$ cat config.mk
export PLATFORM = sky130hd
export DESIGN_NAME = tgfa_qual
export DESIGN_NICKNAME = d
export VERILOG_FILES = /design/src/rtl/core/tgfa_pkg.sv /design/src/rtl/core/tgfa_qual.sv
export SDC_FILE = /design/constraint.sdc
export NUM_CORES = 1
export LEC_CHECK = 0
export ABC_AREA = 1
export BUFFER_PORTS_ARGS = -buffer_cell sky130_fd_sc_hd__buf_2
export CORE_ASPECT_RATIO = 1.75
export CORE_MARGIN = 4
export CORE_UTILIZATION = 30
export CTS_CLUSTER_SIZE = 12
export DETAILED_ROUTE_END_ITERATION = 10
export MAX_ROUTING_LAYER = met4
export PLACE_DENSITY_LB_ADDON = 0.05
export SLEW_MARGIN = 10
export SYNTH_ARGS = -nofsm -noshare
export SYNTH_HDL_FRONTEND = slang
export SYNTH_SLANG_ARGS = --single-unit
$ cat constraint.sdc
create_clock -name clk -period 6.7 [get_ports clk]
set_input_delay 0.335 -clock clk [delete_from_list [all_inputs] [get_ports clk]]
set_output_delay 0.335 -clock clk [all_outputs]
set_load 0.1 [all_outputs]
$ cat src/rtl/core/tgfa_pkg.sv
// ----------------------------------------------------------------------------
// Tap gesture and fall alarm qualifier: package
// Shared widths, codes, register defaults, types and window compare.
// ----------------------------------------------------------------------------
`timescale 1ns / 1ps

package tgfa_pkg;

	localparam int TIME_WIDTH     = 40;
	localparam int WIN_WIDTH      = 16;
	localparam int LIMIT_WIDTH    = 4;
	localparam int REPORT_WIDTH   = 5;
	localparam int CMD_WIDTH      = 2;
	localparam int CFG_IDX_WIDTH  = 2;
	localparam int CFG_DATA_WIDTH = 16;

	localparam logic [WIN_WIDTH-1:0]   PAIR_WINDOW_RST    = 16'd2000;
	localparam logic [WIN_WIDTH-1:0]   CONFIRM_WINDOW_RST = 16'd5000;
	localparam logic [WIN_WIDTH-1:0]   FALL_WINDOW_RST    = 16'd1000;
	localparam logic [LIMIT_WIDTH-1:0] FALL_LIMIT_RST     = 4'd4;

	typedef enum logic [CMD_WIDTH-1:0] {
		CMD_DOUBLE_TAP = 2'd0,
		CMD_FREE_FALL  = 2'd1,
		CMD_PEER_CLEAR = 2'd2,
		CMD_IGNORED    = 2'd3
	} cmd_t;

	typedef enum logic [CFG_IDX_WIDTH-1:0] {
		REG_PAIR_WINDOW    = 2'd0,
		REG_CONFIRM_WINDOW = 2'd1,
		REG_FALL_WINDOW    = 2'd2,
		REG_FALL_LIMIT     = 2'd3
	} reg_index_t;

	typedef struct packed {
		logic [WIN_WIDTH-1:0]   pair_window;
		logic [WIN_WIDTH-1:0]   confirm_window;
		logic [WIN_WIDTH-1:0]   fall_window;
		logic [LIMIT_WIDTH-1:0] fall_limit;
	} cfg_t;

	typedef struct packed {
		logic [CMD_WIDTH-1:0]  command;
		logic [TIME_WIDTH-1:0] now_ms;
	} item_t;

	typedef struct packed {
		logic                    alarm_active;
		logic                    alarm_started;
		logic                    alarm_stopped;
		logic                    find_phone;
		logic                    feedback_pulse;
		logic [REPORT_WIDTH-1:0] fall_reports;
	} result_t;

	// true when now lies more than win after then_ms; a time that runs
	// backwards counts as no time gone by
	function automatic logic past_window(
		input logic [TIME_WIDTH-1:0] now,
		input logic [TIME_WIDTH-1:0] then_ms,
		input logic [WIN_WIDTH-1:0]  win
	);
		logic [TIME_WIDTH-1:0] gap;
		gap = now - then_ms;
		return (now >= then_ms) && (gap > {{(TIME_WIDTH-WIN_WIDTH){1'b0}}, win});
	endfunction

endpackage

$ cat src/rtl/core/tgfa_qual.sv
// ----------------------------------------------------------------------------
// Tap gesture and fall alarm qualifier: event evaluator
// Holds gesture, arming and fall-count state; evaluates one event per cycle in which en is high.
// ----------------------------------------------------------------------------
`timescale 1ns / 1ps

module tgfa_qual import tgfa_pkg::*; (
	input  logic    clk,
	input  logic    arst_n,
	input  logic    en,
	input  item_t   item,
	input  cfg_t    cfg,
	output result_t res
);

	logic [TIME_WIDTH-1:0]   fall_start_q;
	logic [REPORT_WIDTH-1:0] fall_tally_q;
	logic [TIME_WIDTH-1:0]   first_tap_time_q;
	logic                    first_tap_pending_q;
	logic [TIME_WIDTH-1:0]   armed_time_q;
	logic                    awaiting_q;
	logic                    will_confirm_q;
	logic                    alarm_on_q;

	logic [TIME_WIDTH-1:0]   fall_start_d;
	logic [REPORT_WIDTH-1:0] fall_tally_d;
	logic [TIME_WIDTH-1:0]   first_tap_time_d;
	logic                    first_tap_pending_d;
	logic [TIME_WIDTH-1:0]   armed_time_d;
	logic                    awaiting_d;
	logic                    will_confirm_d;
	logic                    alarm_on_d;

	logic                    pair_expired;
	logic                    confirm_expired;
	logic                    fall_expired;
	logic [REPORT_WIDTH-1:0] tally_next;

	assign pair_expired    = past_window(item.now_ms, first_tap_time_q, cfg.pair_window);
	assign confirm_expired = past_window(item.now_ms, armed_time_q, cfg.confirm_window);
	assign fall_expired    = past_window(item.now_ms, fall_start_q, cfg.fall_window);

	assign tally_next = (fall_tally_q == '0 || fall_expired) ?
		REPORT_WIDTH'(1) : REPORT_WIDTH'(fall_tally_q + REPORT_WIDTH'(1));

	always_comb begin
		fall_start_d        = fall_start_q;
		fall_tally_d        = fall_tally_q;
		first_tap_time_d    = first_tap_time_q;
		first_tap_pending_d = first_tap_pending_q;
		armed_time_d        = armed_time_q;
		awaiting_d          = awaiting_q;
		will_confirm_d      = will_confirm_q;
		alarm_on_d          = alarm_on_q;
		res                 = '0;

		case (item.command)
			CMD_DOUBLE_TAP: begin
				if (!first_tap_pending_q || pair_expired) begin
					first_tap_time_d    = item.now_ms;
					first_tap_pending_d = 1'b1;
					will_confirm_d      = awaiting_q && !confirm_expired;
				end else begin
					first_tap_pending_d = 1'b0;
					if (alarm_on_q) begin
						will_confirm_d    = 1'b0;
						alarm_on_d        = 1'b0;
						res.alarm_stopped = 1'b1;
					end else if (will_confirm_q) begin
						awaiting_d     = 1'b0;
						will_confirm_d = 1'b0;
						res.find_phone = 1'b1;
					end else begin
						armed_time_d       = item.now_ms;
						awaiting_d         = 1'b1;
						res.feedback_pulse = 1'b1;
					end
				end
			end
			CMD_FREE_FALL: begin
				if (tally_next == REPORT_WIDTH'(1)) begin
					fall_start_d = item.now_ms;
				end
				fall_tally_d     = tally_next;
				res.fall_reports = tally_next;
				if (tally_next > {1'b0, cfg.fall_limit}) begin
					fall_tally_d = '0;
					if (!alarm_on_q) begin
						alarm_on_d        = 1'b1;
						res.alarm_started = 1'b1;
					end
				end
			end
			CMD_PEER_CLEAR: begin
				if (alarm_on_q) begin
					alarm_on_d        = 1'b0;
					res.alarm_stopped = 1'b1;
				end
			end
			default: begin
			end
		endcase

		res.alarm_active = alarm_on_d;
	end

	always_ff @(posedge clk or negedge arst_n) begin
		if (!arst_n) begin
			fall_tally_q        <= '0;
			first_tap_pending_q <= 1'b0;
			awaiting_q          <= 1'b0;
			will_confirm_q      <= 1'b0;
			alarm_on_q          <= 1'b0;
		end else if (en) begin
			fall_tally_q        <= fall_tally_d;
			first_tap_pending_q <= first_tap_pending_d;
			awaiting_q          <= awaiting_d;
			will_confirm_q      <= will_confirm_d;
			alarm_on_q          <= alarm_on_d;
		end
	end

	always_ff @(posedge clk) begin
		if (en) begin
			fall_start_q     <= fall_start_d;
			first_tap_time_q <= first_tap_time_d;
			armed_time_q     <= armed_time_d;
		end
	end

endmodule

**Word level (Yosys, flattened, before mapping)**

Cells that the tools add are included.

- Logic and storage cells: 59
- Flip-flop bits (word level): 129
- ROM bits: 0
- Memory bits (writable): 0
- Bits in latches: 0
- Memories: 0
- Output and inout bits: 10
- Bits of input ports: 97

- Muxes and demuxes: 18
- Shift-type cells: 0
- Divide/modulo/power cells: 0
- Equal/unequal tests: 3
- Add/sub/neg operators: 4
- Reductions and logical operators: 16
- Bitwise gates (word level): 3
- Multipliers: 0
- Magnitude comparators: 7

Operators with widths:

| kind | count |
|---|---|
| $ge A40 B40 Y1 | 3 |
| $gt A40 B16 Y1 | 3 |
| $sub A40 B40 Y40 | 3 |
| $mux W5 | 3 |
| $mux W1 | 10 |
| $reduce_and A3 Y1 | 2 |
| $add A5 B1 Y5 const B | 1 |
| $eq A5 B1 Y1 const B | 1 |
| $gt A5 B4 Y1 | 1 |
| $logic_not A5 Y1 | 1 |
| $reduce_and A5 Y1 | 1 |
| $logic_and A1 B1 Y1 | 4 |
| $mux W2 | 2 |
| $reduce_and A2 Y1 | 2 |
| $reduce_and A4 Y1 | 1 |
| $mux W3 | 1 |
| $not A1 Y1 | 3 |
| $pmux W1 S3 | 1 |
| $eq A2 B1 Y1 const B | 1 |
| $eq A2 B2 Y1 const B | 1 |
| $logic_not A1 Y1 | 2 |
| $logic_not A2 Y1 | 1 |
| $logic_or A1 B1 Y1 | 2 |
| $pmux W1 S2 | 1 |

**Logic depth before layout (Yosys ltp)**

Gate-level depths: netlist of the first run.

- Depth after elaboration: 8
- Gate-level depth with buffers: 37
- Gate-level depth less buffers: 37

**Worst setup path before layout of the first run**

Ideal clock, no wire load.

- Path type: in2reg
- Start: input item[0] (netlist name)
- End: register fall_start_q[0], enable pin
- Data arrival time: 5.794 ns
- Data required time: 6.213 ns
- Path buffers: 0
- Setup slack: 0.419 ns
- Setup time: 0.487 ns
- Cell stages on the path: 29
- Cell sequence: inv_1 -> ha_1 -> fa_1 -> inv_1 -> nand3_1 -> nand2_1 -> nand2_1 -> nand2_1 -> nand2_1 -> nand2_1 -> xor2_1 -> ha_1 -> nand2_1 -> nor2_1 -> nand2_1 -> nor2_1 -> nand2_1 -> nand3_1 -> nand2_1 -> nand3_1 -> nor2_1 -> nand3_1 -> nor2_1 -> nand4_1 -> nand2_2 -> nand2_2 -> or2_4 -> inv_2 -> nor3_1

- Longest elaborated chain between the ends: 7
- Elaborated cells between the ends (all ways): 8
- Those cells by class: add/sub (1); order compare (2); eq/ne (1); mux (1); reduce/logical (3)

Ends and longest elaborated chain:

| element | RTL line | RTL |
|---|---|---|
| start: declaration | tgfa_qual.sv:11 | `input item_t item,` |
| $sub A40 B40 Y40 | tgfa_pkg.sv:65 | `gap = now - then_ms;` |
| $gt A40 B16 Y1 | tgfa_pkg.sv:66 | `return (now >= then_ms) && (gap > {{(TIME_WIDTH-WIN_WIDTH){1'b0}}, win});` |
| $logic_and A1 B1 Y1 * | tgfa_pkg.sv:66 |  |
| $logic_or A1 B1 Y1 * | tgfa_qual.sv:43 | `assign tally_next = (fall_tally_q == '0 \|\| fall_expired) ?` |
| $mux W5 * | tgfa_qual.sv:43 |  |
| $eq A5 B1 Y1 * | tgfa_qual.sv:81 | `if (tally_next == REPORT_WIDTH'(1)) begin` |
| $reduce_and A3 Y1 (no line) * | -- |  |
| end signal: assignment | tgfa_qual.sv:125 | `fall_start_q <= fall_start_d;` |
| end: declaration | tgfa_qual.sv:16 | `logic [TIME_WIDTH-1:0] fall_start_q;` |

Every way passes the cells marked *; elsewhere a longest branch is shown, timed or not.
A chain may end at the register's enable or synchronous reset.

==> results of run 1 <==
[timing repair]
item	in CTS	in global routing
resized for setup	0	0
hold endpoints to repair	9	0
hold buffers	1	0
[cell usage after synthesis, types with 13 or more instances]
cell type	instances
a21o_1	14
a21oi_1	144
a31oi_1	13
edfxtp_1	120
ha_1	174
inv_1	457
nand2_1	621
nand2_2	24
nand3_1	122
nand3b_1	13
nand4_1	36
nor2_1	258
nor3_1	24
o21ai_0	69
o21bai_1	23
xnor2_1	14
xor2_1	48
[per-stage QoR]
step / hold slack (ps) / total power [W]
after floorplan: 39.4 / 0.00176
after global placement: 218 / 0.00213
after detailed placement: 225 / 0.00213
after CTS: 79.3 / 0.00315
after global routing: 98.2 / 0.00331
final: 111 / 0.00310
[routing by layer]
metal	vias up	track usage	share of wire	wire, um
li1	7633	-	-	-
met5	-	-	0	0
met1	6987	0.206	0.34	20600
met4	0	0.136	0.068	4120
met3	133	0.0175	0.016	952
met2	252	0.460	0.58	35000
[worst reg2reg max path, delay by kind of cell, from the launching register on]
| kind | cells | cell delay [ps] |
|---|---|---|
| and+or+nand+nor | 21 | 2750 |
| adders and majority gates | 4 | 1220 |
| AOI/OAI and AO/OA | 4 | 770 |
| DFF | 1 | 360 |
| buffers and inverters | 2 | 190 |
| xor gates and xnor gates | 1 | 80 |
[worst min path at each step]
| stage | depth (start not counted) | slack (ps) | endpoint |
|---|---|---|---|
| floorplan | 0 | 40 | alarm_on_q |
| global placement | 1 | 220 | fall_tally_q[4] |
| detailed placement | 1 | 230 | fall_tally_q[4] |
| CTS | 1 | 80 | first_tap_time_q[0] |
| global route | 1 | 100 | first_tap_time_q[0] |
| finish | 1 | 110 | first_tap_time_q[0] |
[power by group]
group | internal (W) | leakage, nW | switching, W
Clock | 0.000603 | 0.294 | 0.000391
Combinational | 0.000370 | 7.19 | 0.000782
Sequential | 0.000935 | 1.21 | 0.0000203
[cell type report]
cell class	instances	share of cell area
multi-input combinational	1689	0.553
sequential	129	0.225
inverter	468	0.103
tap	660	0.0485
timing repair buffer	113	0.0344
clock buffer	22	0.0273
clock inverter	10	0.00794
antenna	1	0.000147
[state kept, by name, indices dropped and copies added (netlist names)]
| name | cells |
|---|---|
| first_tap_time_q | 40 |
| awaiting_q | 1 |
| fall_tally_q | 5 |
| alarm_on_q | 1 |
| will_confirm_q | 1 |
| first_tap_pending_q | 1 |
| fall_start_q | 40 |
| armed_time_q | 40 |
[logic make-up (layout without fill, tap and decap cells)]
family | Yosys count | in the layout | synth area share
and+or+nand+nor | 1138 | 1138 | 0.322
buffers and inverters | 470 | 613 | 0.118
AOI/OAI and AO/OA | 312 | 312 | 0.119
adders and majority gates | 177 | 177 | 0.149
DFF | 129 | 129 | 0.255
xor gates and xnor gates | 62 | 62 | 0.0362
other | 0 | 1 | 0
==> impl_metrics.env, run 1 <==
export IMPL_setup_violations=0
export IMPL_area_growth_pct=13.4
export IMPL_worst_path_stages=34
export IMPL_root_buffer="clkbuf_16"
export IMPL_die_area_mm2=0.0538
export IMPL_synth_nets=2562
export IMPL_htreeDepth=4
export IMPL_startpoint_type="flop"
export IMPL_antenna_found_initial=3
export IMPL_wirelength_um=60700
export IMPL_drt_initial_drc_count=762
export IMPL_cp_top_family="simple AND/OR/NAND/NOR gates"
export IMPL_worst_pin_slew_ps=815
export IMPL_timing_rr_start="fall_start_q[0]"
export IMPL_syn_area_per_cell_um2=6.56
export IMPL_drv_slew=0
export IMPL_hp_start="item[0]"
export IMPL_ios=107
export IMPL_grt_overflow_total=0
export IMPL_path_common_cell="nand2_1"
export IMPL_grt_max_degree=41
export IMPL_ir_worst_vdd_uv=130
export IMPL_finalClockSkew_ps=14.6
export IMPL_synth_edf_count=120
export IMPL_critPathBufInv=3
export IMPL_critPathCaptureType="output port"
export IMPL_yosysTopAreaCellShare=0.240
export IMPL_die_w_um=177
export IMPL_synthTopCellsByArea="edfxtp_1 24%, nand2_1 16%, ha_1 15%"
export IMPL_num_fill_cells=5632
export IMPL_critPathMaxFanout=4
export IMPL_clk_path_buf_depth=2
export IMPL_synth_top_area_cell="edfxtp_1"
export IMPL_vias=15000
export IMPL_status="finished, final reports clean"
export IMPL_post_route_period_util=0.931
export IMPL_synthCells=2288
export IMPL_first_pass_iters=5
export IMPL_multi_input_area_mm2=0.00941
export IMPL_fmax_ghz=0.160
export IMPL_place_congestion=0.899
export IMPL_cts_tree="yes"
export IMPL_path_clk_slew_ps=60
export IMPL_grt_pass1_vias=15800
export IMPL_finalCriticalPeriod_ps=6240
export IMPL_cts_buffers=17
export IMPL_initial_core_util=0.303
export IMPL_drc_errors=0
export IMPL_fin_nets=2692
export IMPL_synth_distinct_cells=48
export IMPL_clock_latency_ps=450
export IMPL_place_hpwl_um=52600
export IMPL_p_leak_nw=8.70
export IMPL_via_per_inst=4.85
export IMPL_final_cell_mix="621 x nand2_1, 457 x inv_1, 257 x nor2_1"
export IMPL_synth_seq_cells=129
export IMPL_postLayoutSetupSlackWorst_ps=463
export IMPL_hold_violations=0
export IMPL_crit_required_ps=6360
export IMPL_crit_slowest_cell="fa_1"
export IMPL_cpPeakStageDelay_ps=440
export IMPL_synth_seq_area_share=0.255
export IMPL_ff2ff_setup_slack_ps=1260
export IMPL_hold_path_class="in -> reg"
export IMPL_dpl_cell_count=3058
export IMPL_final_common_cell="nand2_1"
export IMPL_final_cell_count_no_fill=3092
export IMPL_fin_area_mm2=0.0170
export IMPL_setup_tns_ps=0
export IMPL_drtAntennaViolNets=0
export IMPL_cts_setup_buffers=0
export IMPL_core_area_mm2=0.0496
export IMPL_synthArstFlopShare=0.0698
export IMPL_routedWlPerCell_um=19.6
export IMPL_syn_area_mm2=0.0150
export IMPL_postPlaceCellArea_mm2=0.0164
export IMPL_r2r_end="fall_tally_q[1]"
export IMPL_synth_flop_cell="edfxtp_1"
export IMPL_maxCapViolCount=0
export IMPL_layout_drive_gt1_share=0.0864
export IMPL_slew_headroom=0.443
export IMPL_grt_total_usage=0.231
export IMPL_dieHeight_um=304
export IMPL_critPathCapture="res[9]"
export IMPL_powerDensity_mw_per_mm2=182
export IMPL_rows=108
export IMPL_clock_sinks=129
export IMPL_grt_pass1_wl_um=89600
export IMPL_worstRegToRegCells=32
export IMPL_rsz0062_at_grt="no"
export IMPL_ys_warn_count=0
export IMPL_arrival_ps=5900
export IMPL_final_core_util=0.343
export IMPL_pre_cts_ws_ps=791
export IMPL_worstSetupPathType="reg -> out"
export IMPL_numPortBuffers=106
export IMPL_worstSetupStartpoint="fall_start_q[0]"
export IMPL_final_seq_area_mm2=0.00383
No activity file was read; power rests on OpenSTA's default activity.
==> run 2, diff against run 1 <==
- CELL_PAD_IN_SITES_DETAIL_PLACEMENT: not set -> 0
- CELL_PAD_IN_SITES_GLOBAL_PLACEMENT: not set -> 1
==> run 2 against run 1 <==
Against the previous run: clock power fell by 5.6%; routed wire length is 0.43% lower; worst hold slack got worse by 4.1 ps; utilization decreased by 0.098 points; critical endpoint unchanged; die area did not move.
==> impl_metrics.env, run 2 (synthesis gave the netlist of run 1 again) <==
export IMPL_status="finished, final reports clean"
export IMPL_power_frac_comb=0.377
export IMPL_layout_drive_gt1_share=0.0857
export IMPL_slew_headroom=0.351
export IMPL_crit_required_ps=6360
export IMPL_powerDensity_mw_per_mm2=179
export IMPL_netSwitchingPower_w=0.00120
export IMPL_grt_total_usage=0.228
export IMPL_path_common_cell="nand2_1"
export IMPL_fin_area_mm2=0.0170
export IMPL_final_common_cell="nand2_1"
export IMPL_place_hpwl_um=52900
export IMPL_hold_buffers=1
export IMPL_clock_power_share=0.309
export IMPL_via_per_inst=4.84
export IMPL_internal_power_w=0.00185
export IMPL_setup_tns_ps=0
export IMPL_wl_met3_um=924
export IMPL_cpPeakStageDelay_ps=450
export IMPL_timing_rr_start="fall_start_q[0]"
export IMPL_initial_core_util=0.303
export IMPL_clk_path_buf_depth=2
export IMPL_pre_cts_ws_ps=736
export IMPL_power_w=0.00304
export IMPL_postLayoutSetupSlackWorst_ps=435
export IMPL_fmax_ghz=0.160
export IMPL_wirelength_met1_um=20400
export IMPL_crit_slowest_cell="fa_1"
export IMPL_htreeDepth=4
export IMPL_drc_errors=0
export IMPL_worst_pin_slew_ps=949
export IMPL_vias=14900
export IMPL_core_area_mm2=0.0496
export IMPL_grt_pass1_wl_um=88700
export IMPL_drv_slew=0
export IMPL_met2_length_um=34600
export IMPL_arrival_ps=5930
export IMPL_clock_sinks=129
export IMPL_worstRegToRegCells=32
export IMPL_grt_pass1_vias=15600
export IMPL_rsz0062_at_grt="no"
export IMPL_critPathCaptureType="output port"
export IMPL_ff2ff_setup_slack_ps=1250
export IMPL_top_layer_used="met4"
export IMPL_ios=107
export IMPL_power_switching_share=0.393
export IMPL_rows=108
export IMPL_hold_violations=0
export IMPL_worstSetupPathType="reg -> out"
export IMPL_post_route_period_util=0.935
export IMPL_clock_latency_ps=460
export IMPL_setup_violations=0
export IMPL_die_area_mm2=0.0538
export IMPL_finalCriticalPeriod_ps=6270
export IMPL_wirelength_um=60400
export IMPL_fin_nets=2690
export IMPL_hold_depth=1
export IMPL_cts_setup_buffers=0
export IMPL_maxCapViolCount=0
export IMPL_finalClockSkew_ps=22.3
export IMPL_final_cell_mix="621 x nand2_1, 457 x inv_1, 257 x nor2_1"
export IMPL_hp_start="item[0]"
export IMPL_p_leak_nw=8.66
export IMPL_antenna_found_initial=0
export IMPL_root_buffer="clkbuf_16"
export IMPL_critPathMaxFanout=4
export IMPL_power_frac_seq=0.314
export IMPL_final_core_util=0.342
export IMPL_n_antenna_cell=0
export IMPL_ir_worst_vdd_uv=134
export IMPL_routedWlPerCell_um=19.6
export IMPL_place_congestion=0.960
export IMPL_r2r_end="fall_tally_q[2]"
export IMPL_grt_max_degree=41
export IMPL_path_clk_slew_ps=60
export IMPL_first_pass_iters=6
export IMPL_drtAntennaViolNets=0
export IMPL_numPortBuffers=106
export IMPL_drt_initial_drc_count=631
export IMPL_cts_buffers=17
export IMPL_startpoint_type="flop"
export IMPL_holdPathEnd="fall_start_q[0]"
export IMPL_postPlaceCellArea_mm2=0.0164
export IMPL_area_growth_pct=13.1
export IMPL_cts_repair_resized=0
export IMPL_grt_overflow_total=0
export IMPL_cts_tree="yes"
export IMPL_die_w_um=177
export IMPL_dieHeight_um=304
export IMPL_hold_path_class="in -> reg"
export IMPL_largestRegisters="armed_time_q: 40 flops, fall_start_q: 40 flops, first_tap_time_q: 40 flops"
-- run 2: cell count changes in the layout (fill, tap and decap cells not counted), moves of 2 or more --
cell	change
clkbuf_1	-3
clkinvlp_4	+3
buf_4	-2
clkbuf_8	-2
clkinv_1	+2
clkinv_2	-2
-- run 2: power groups by stage --
stage | registers, W | clock network (W) | logic [W]
after floorplan | 0.000968 | 0 | 0.000794
after global placement | 0.000971 | 0 | 0.00115
after detailed placement | 0.000972 | 0 | 0.00116
after CTS | 0.000956 | 0.000967 | 0.00116
after global routing | 0.000959 | 0.000994 | 0.00130
final | 0.000955 | 0.000939 | 0.00115
-- run 2: critical path: cells and delay by family (launching register included) --
family | cells | cell delay, ps
adder cells (fa/ha/maj) | 4 | 1220
AO/OA/AOI/OAI | 3 | 570
AND/OR/NAND/NOR | 23 | 2740
XOR/XNOR | 1 | 70
flip-flops | 1 | 370
buffers and inverters | 3 | 480
-- run 2: through the flow --
step	hold WS, ps	cells
detailed placement	216	3056
floorplan	39.4	2288
CTS	72.5	3088
finish	107	3088
global placement	212	3056
global route	88.4	3088
-- run 2: cell type report --
class | count | area (um2)
Clock inverter | 14 | 143
Timing Repair Buffer | 111 | 571
Sequential cell | 129 | 3830
Fill cell | 5600 | 32600
Tap cell | 660 | 826
Multi-Input combinational cell | 1689 | 9410
Clock buffer | 17 | 425
Inverter | 468 | 1760
-- run 2: routing by layer --
metal / up-vias / GRT usage
li1: 7651 / -
met1: 6912 / 0.201
met2: 259 / 0.454
met3: 121 / 0.0165
met4: 0 / 0.144
met5: - / -
-- run 2: worst max-delay path by stage --
stage / endpoint / from / slack [ps] / cells after the start
global placement: res[9] / item[0] / 760 / 36
CTS: res[9] / fall_start_q[0] / 400 / 34
floorplan: fall_start_q[0] / item[0] / 420 / 29
detailed placement: res[9] / item[0] / 740 / 36
global route: res[9] / fall_start_q[0] / 30 / 34
finish: res[9] / fall_start_q[0] / 430 / 34
==> run 3, diff against run 2 <==
- BUFFER_PORTS_ARGS: -buffer_cell sky130_fd_sc_hd__buf_2 -> not set
- DONT_BUFFER_PORTS: not set -> 1
==> run 3 against run 2 <==
Against the previous run: register-to-register slack worse by 180 ps; sequential share of layout area about the same; global-route usage up 2.2 points; final area is 0.15% lower; clock skew fell by 6.9 ps; sequential power barely moved; largest cell class unchanged; die area is the same; utilization shrank 0.051 points.
==> impl_metrics.env, run 3 (synthesis gave the netlist of run 1 again) <==
export IMPL_worst_pin_slew_ps=1160
export IMPL_powerDensity_mw_per_mm2=179
export IMPL_cts_setup_buffers=0
export IMPL_drt_initial_drc_count=624
export IMPL_place_hpwl_um=54000
export IMPL_final_common_cell="nand2_1"
export IMPL_fmax_ghz=0.164
export IMPL_area_growth_pct=12.9
export IMPL_worstSetupPathType="reg -> out"
export IMPL_power_frac_comb=0.380
export IMPL_vias=14800
export IMPL_slew_headroom=0.221
export IMPL_grt_pass1_vias=15700
export IMPL_grt_max_degree=41
export IMPL_cts_buffers=17
export IMPL_cpPeakStageDelay_ps=430
export IMPL_clock_power_share=0.304
export IMPL_numPortBuffers=0
export IMPL_routedWlPerCell_um=21.7
export IMPL_critPathBufInv=3
export IMPL_finalClockSkew_ps=15.3
export IMPL_critPathMaxFanout=4
export IMPL_rows=108
export IMPL_maxCapViolCount=0
export IMPL_dieHeight_um=304
export IMPL_power_frac_seq=0.316
export IMPL_whs_ps=92.4
export IMPL_place_congestion=0.956
export IMPL_hp_start="en"
export IMPL_num_fill_cells=5672
export IMPL_crit_required_ps=6360
export IMPL_layout_drive_gt1_share=0.0502
export IMPL_fin_nets=2632
export IMPL_setup_violations=0
export IMPL_p_leak_nw=8.43
export IMPL_initial_core_util=0.303
export IMPL_critPathCaptureType="output port"
export IMPL_clock_sinks=129
export IMPL_first_pass_iters=5
export IMPL_status="finished, final reports clean"
export IMPL_largestRegisters="armed_time_q: 40 flops, fall_start_q: 40 flops, first_tap_time_q: 40 flops"
export IMPL_cts_tree="yes"
export IMPL_post_route_period_util=0.912
export IMPL_hold_violations=0
export IMPL_grt_total_usage=0.250
export IMPL_die_area_mm2=0.0538
export IMPL_via_per_inst=4.88
export IMPL_worstRegToRegCells=36
export IMPL_netSwitchingPower_w=0.00120
export IMPL_startpoint_type="flop"
export IMPL_drv_slew=0
export IMPL_wirelength_um=65800
export IMPL_worstSetupStartpoint="fall_start_q[0]"
export IMPL_path_clk_slew_ps=70
export IMPL_hold_path_class="in -> reg"
export IMPL_grt_pass1_wl_um=95200
export IMPL_core_area_mm2=0.0496
export IMPL_clock_latency_ps=450
export IMPL_ios=107
export IMPL_grt_overflow_total=0
export IMPL_timing_rr_start="fall_start_q[0]"
export IMPL_die_w_um=177
export IMPL_crit_slowest_cell="fa_1"
export IMPL_path_common_cell="nand2_1"
export IMPL_htreeDepth=4
export IMPL_clk_path_buf_depth=2
export IMPL_hold_depth=3
export IMPL_ir_worst_vdd_uv=99.7
export IMPL_power_switching_share=0.398
export IMPL_root_buffer="clkbuf_16"
export IMPL_drc_errors=0
export IMPL_worst_path_stages=34
export IMPL_cp_top_family="simple AND/OR/NAND/NOR gates"
export IMPL_drtAntennaViolNets=0
export IMPL_antenna_found_initial=4
export IMPL_internal_power_w=0.00182
export IMPL_setup_tns_ps=0
export IMPL_power_w=0.00303
export IMPL_rsz0062_at_grt="no"
export IMPL_finalCriticalPeriod_ps=6110
export IMPL_final_cell_mix="621 x nand2_1, 457 x inv_1, 251 x nor2_1"
export IMPL_arrival_ps=5780
[run 3: final timing paths]
kind	end	slack, ps
worst max-delay path	res[9]	590
worst min-delay path	alarm_on_q	90
worst max register to register	alarm_on_q	1070
worst min register to register	awaiting_q	500
max in group asynchronous	awaiting_q	6050
min in group asynchronous	alarm_on_q	300
[run 3: layout make-up]
cell class	count	area [um2]	area share
timing repair buffer	53	503	0.0297
inverter	468	1760	0.104
sequential	129	3830	0.226
clock inverter	14	131	0.00776
multi-input combinational	1689	9460	0.559
tap	660	826	0.0488
antenna	1	2.50	0.000148
clock buffer	18	429	0.0253
[run 3: worst reg2reg max path, delay by kind of cell (launching register included)]
family	cells	cell delay, ps
adders and majority gates	4	1220
buffers and inverters	3	350
xor gates and xnor gates	1	80
and+or+nand+nor	25	3090
DFF	1	370
AOI/OAI and AO/OA	3	380
[run 3: repair_timing]
item | in CTS | in global routing
hold buffers | 42 | 0
endpoints found under the setup margin | 0 | 1
gates resized for setup | 0 | 1
endpoints found under the hold margin | 130 | 0
[run 3: power by group through the flow]
stage | sequential (W) | clock [W] | combinational (W)
6_report | 0.000956 | 0.000918 | 0.00115
5_1_grt | 0.000961 | 0.000962 | 0.00130
4_1_cts | 0.000956 | 0.000941 | 0.00116
3_5_place_dp | 0.000974 | 0 | 0.00111
3_3_place_gp | 0.000972 | 0 | 0.00111
2_1_floorplan | 0.000968 | 0 | 0.000794
[run 3: routing by layer]
metal	vias to the layer above	routed length [um]	GRT usage
met3	125	1470	0.0216
met1	6879	23400	0.240
met5	-	0	-
met2	272	36700	0.480
met4	0	4290	0.144
li1	7510	-	-
[run 3: metrics by stage]
stage | instance area, um2 | std cells | util | setup slack (ps)
final | 16900 | 3032 | 0.342 | 588
after global placement | 15900 | 2957 | 0.322 | 801
after global routing | 16900 | 3031 | 0.342 | 122
after CTS | 16900 | 3031 | 0.341 | 373
after floorplan | 15000 | 2288 | - | 419
after detailed placement | 15900 | 2957 | 0.322 | 788
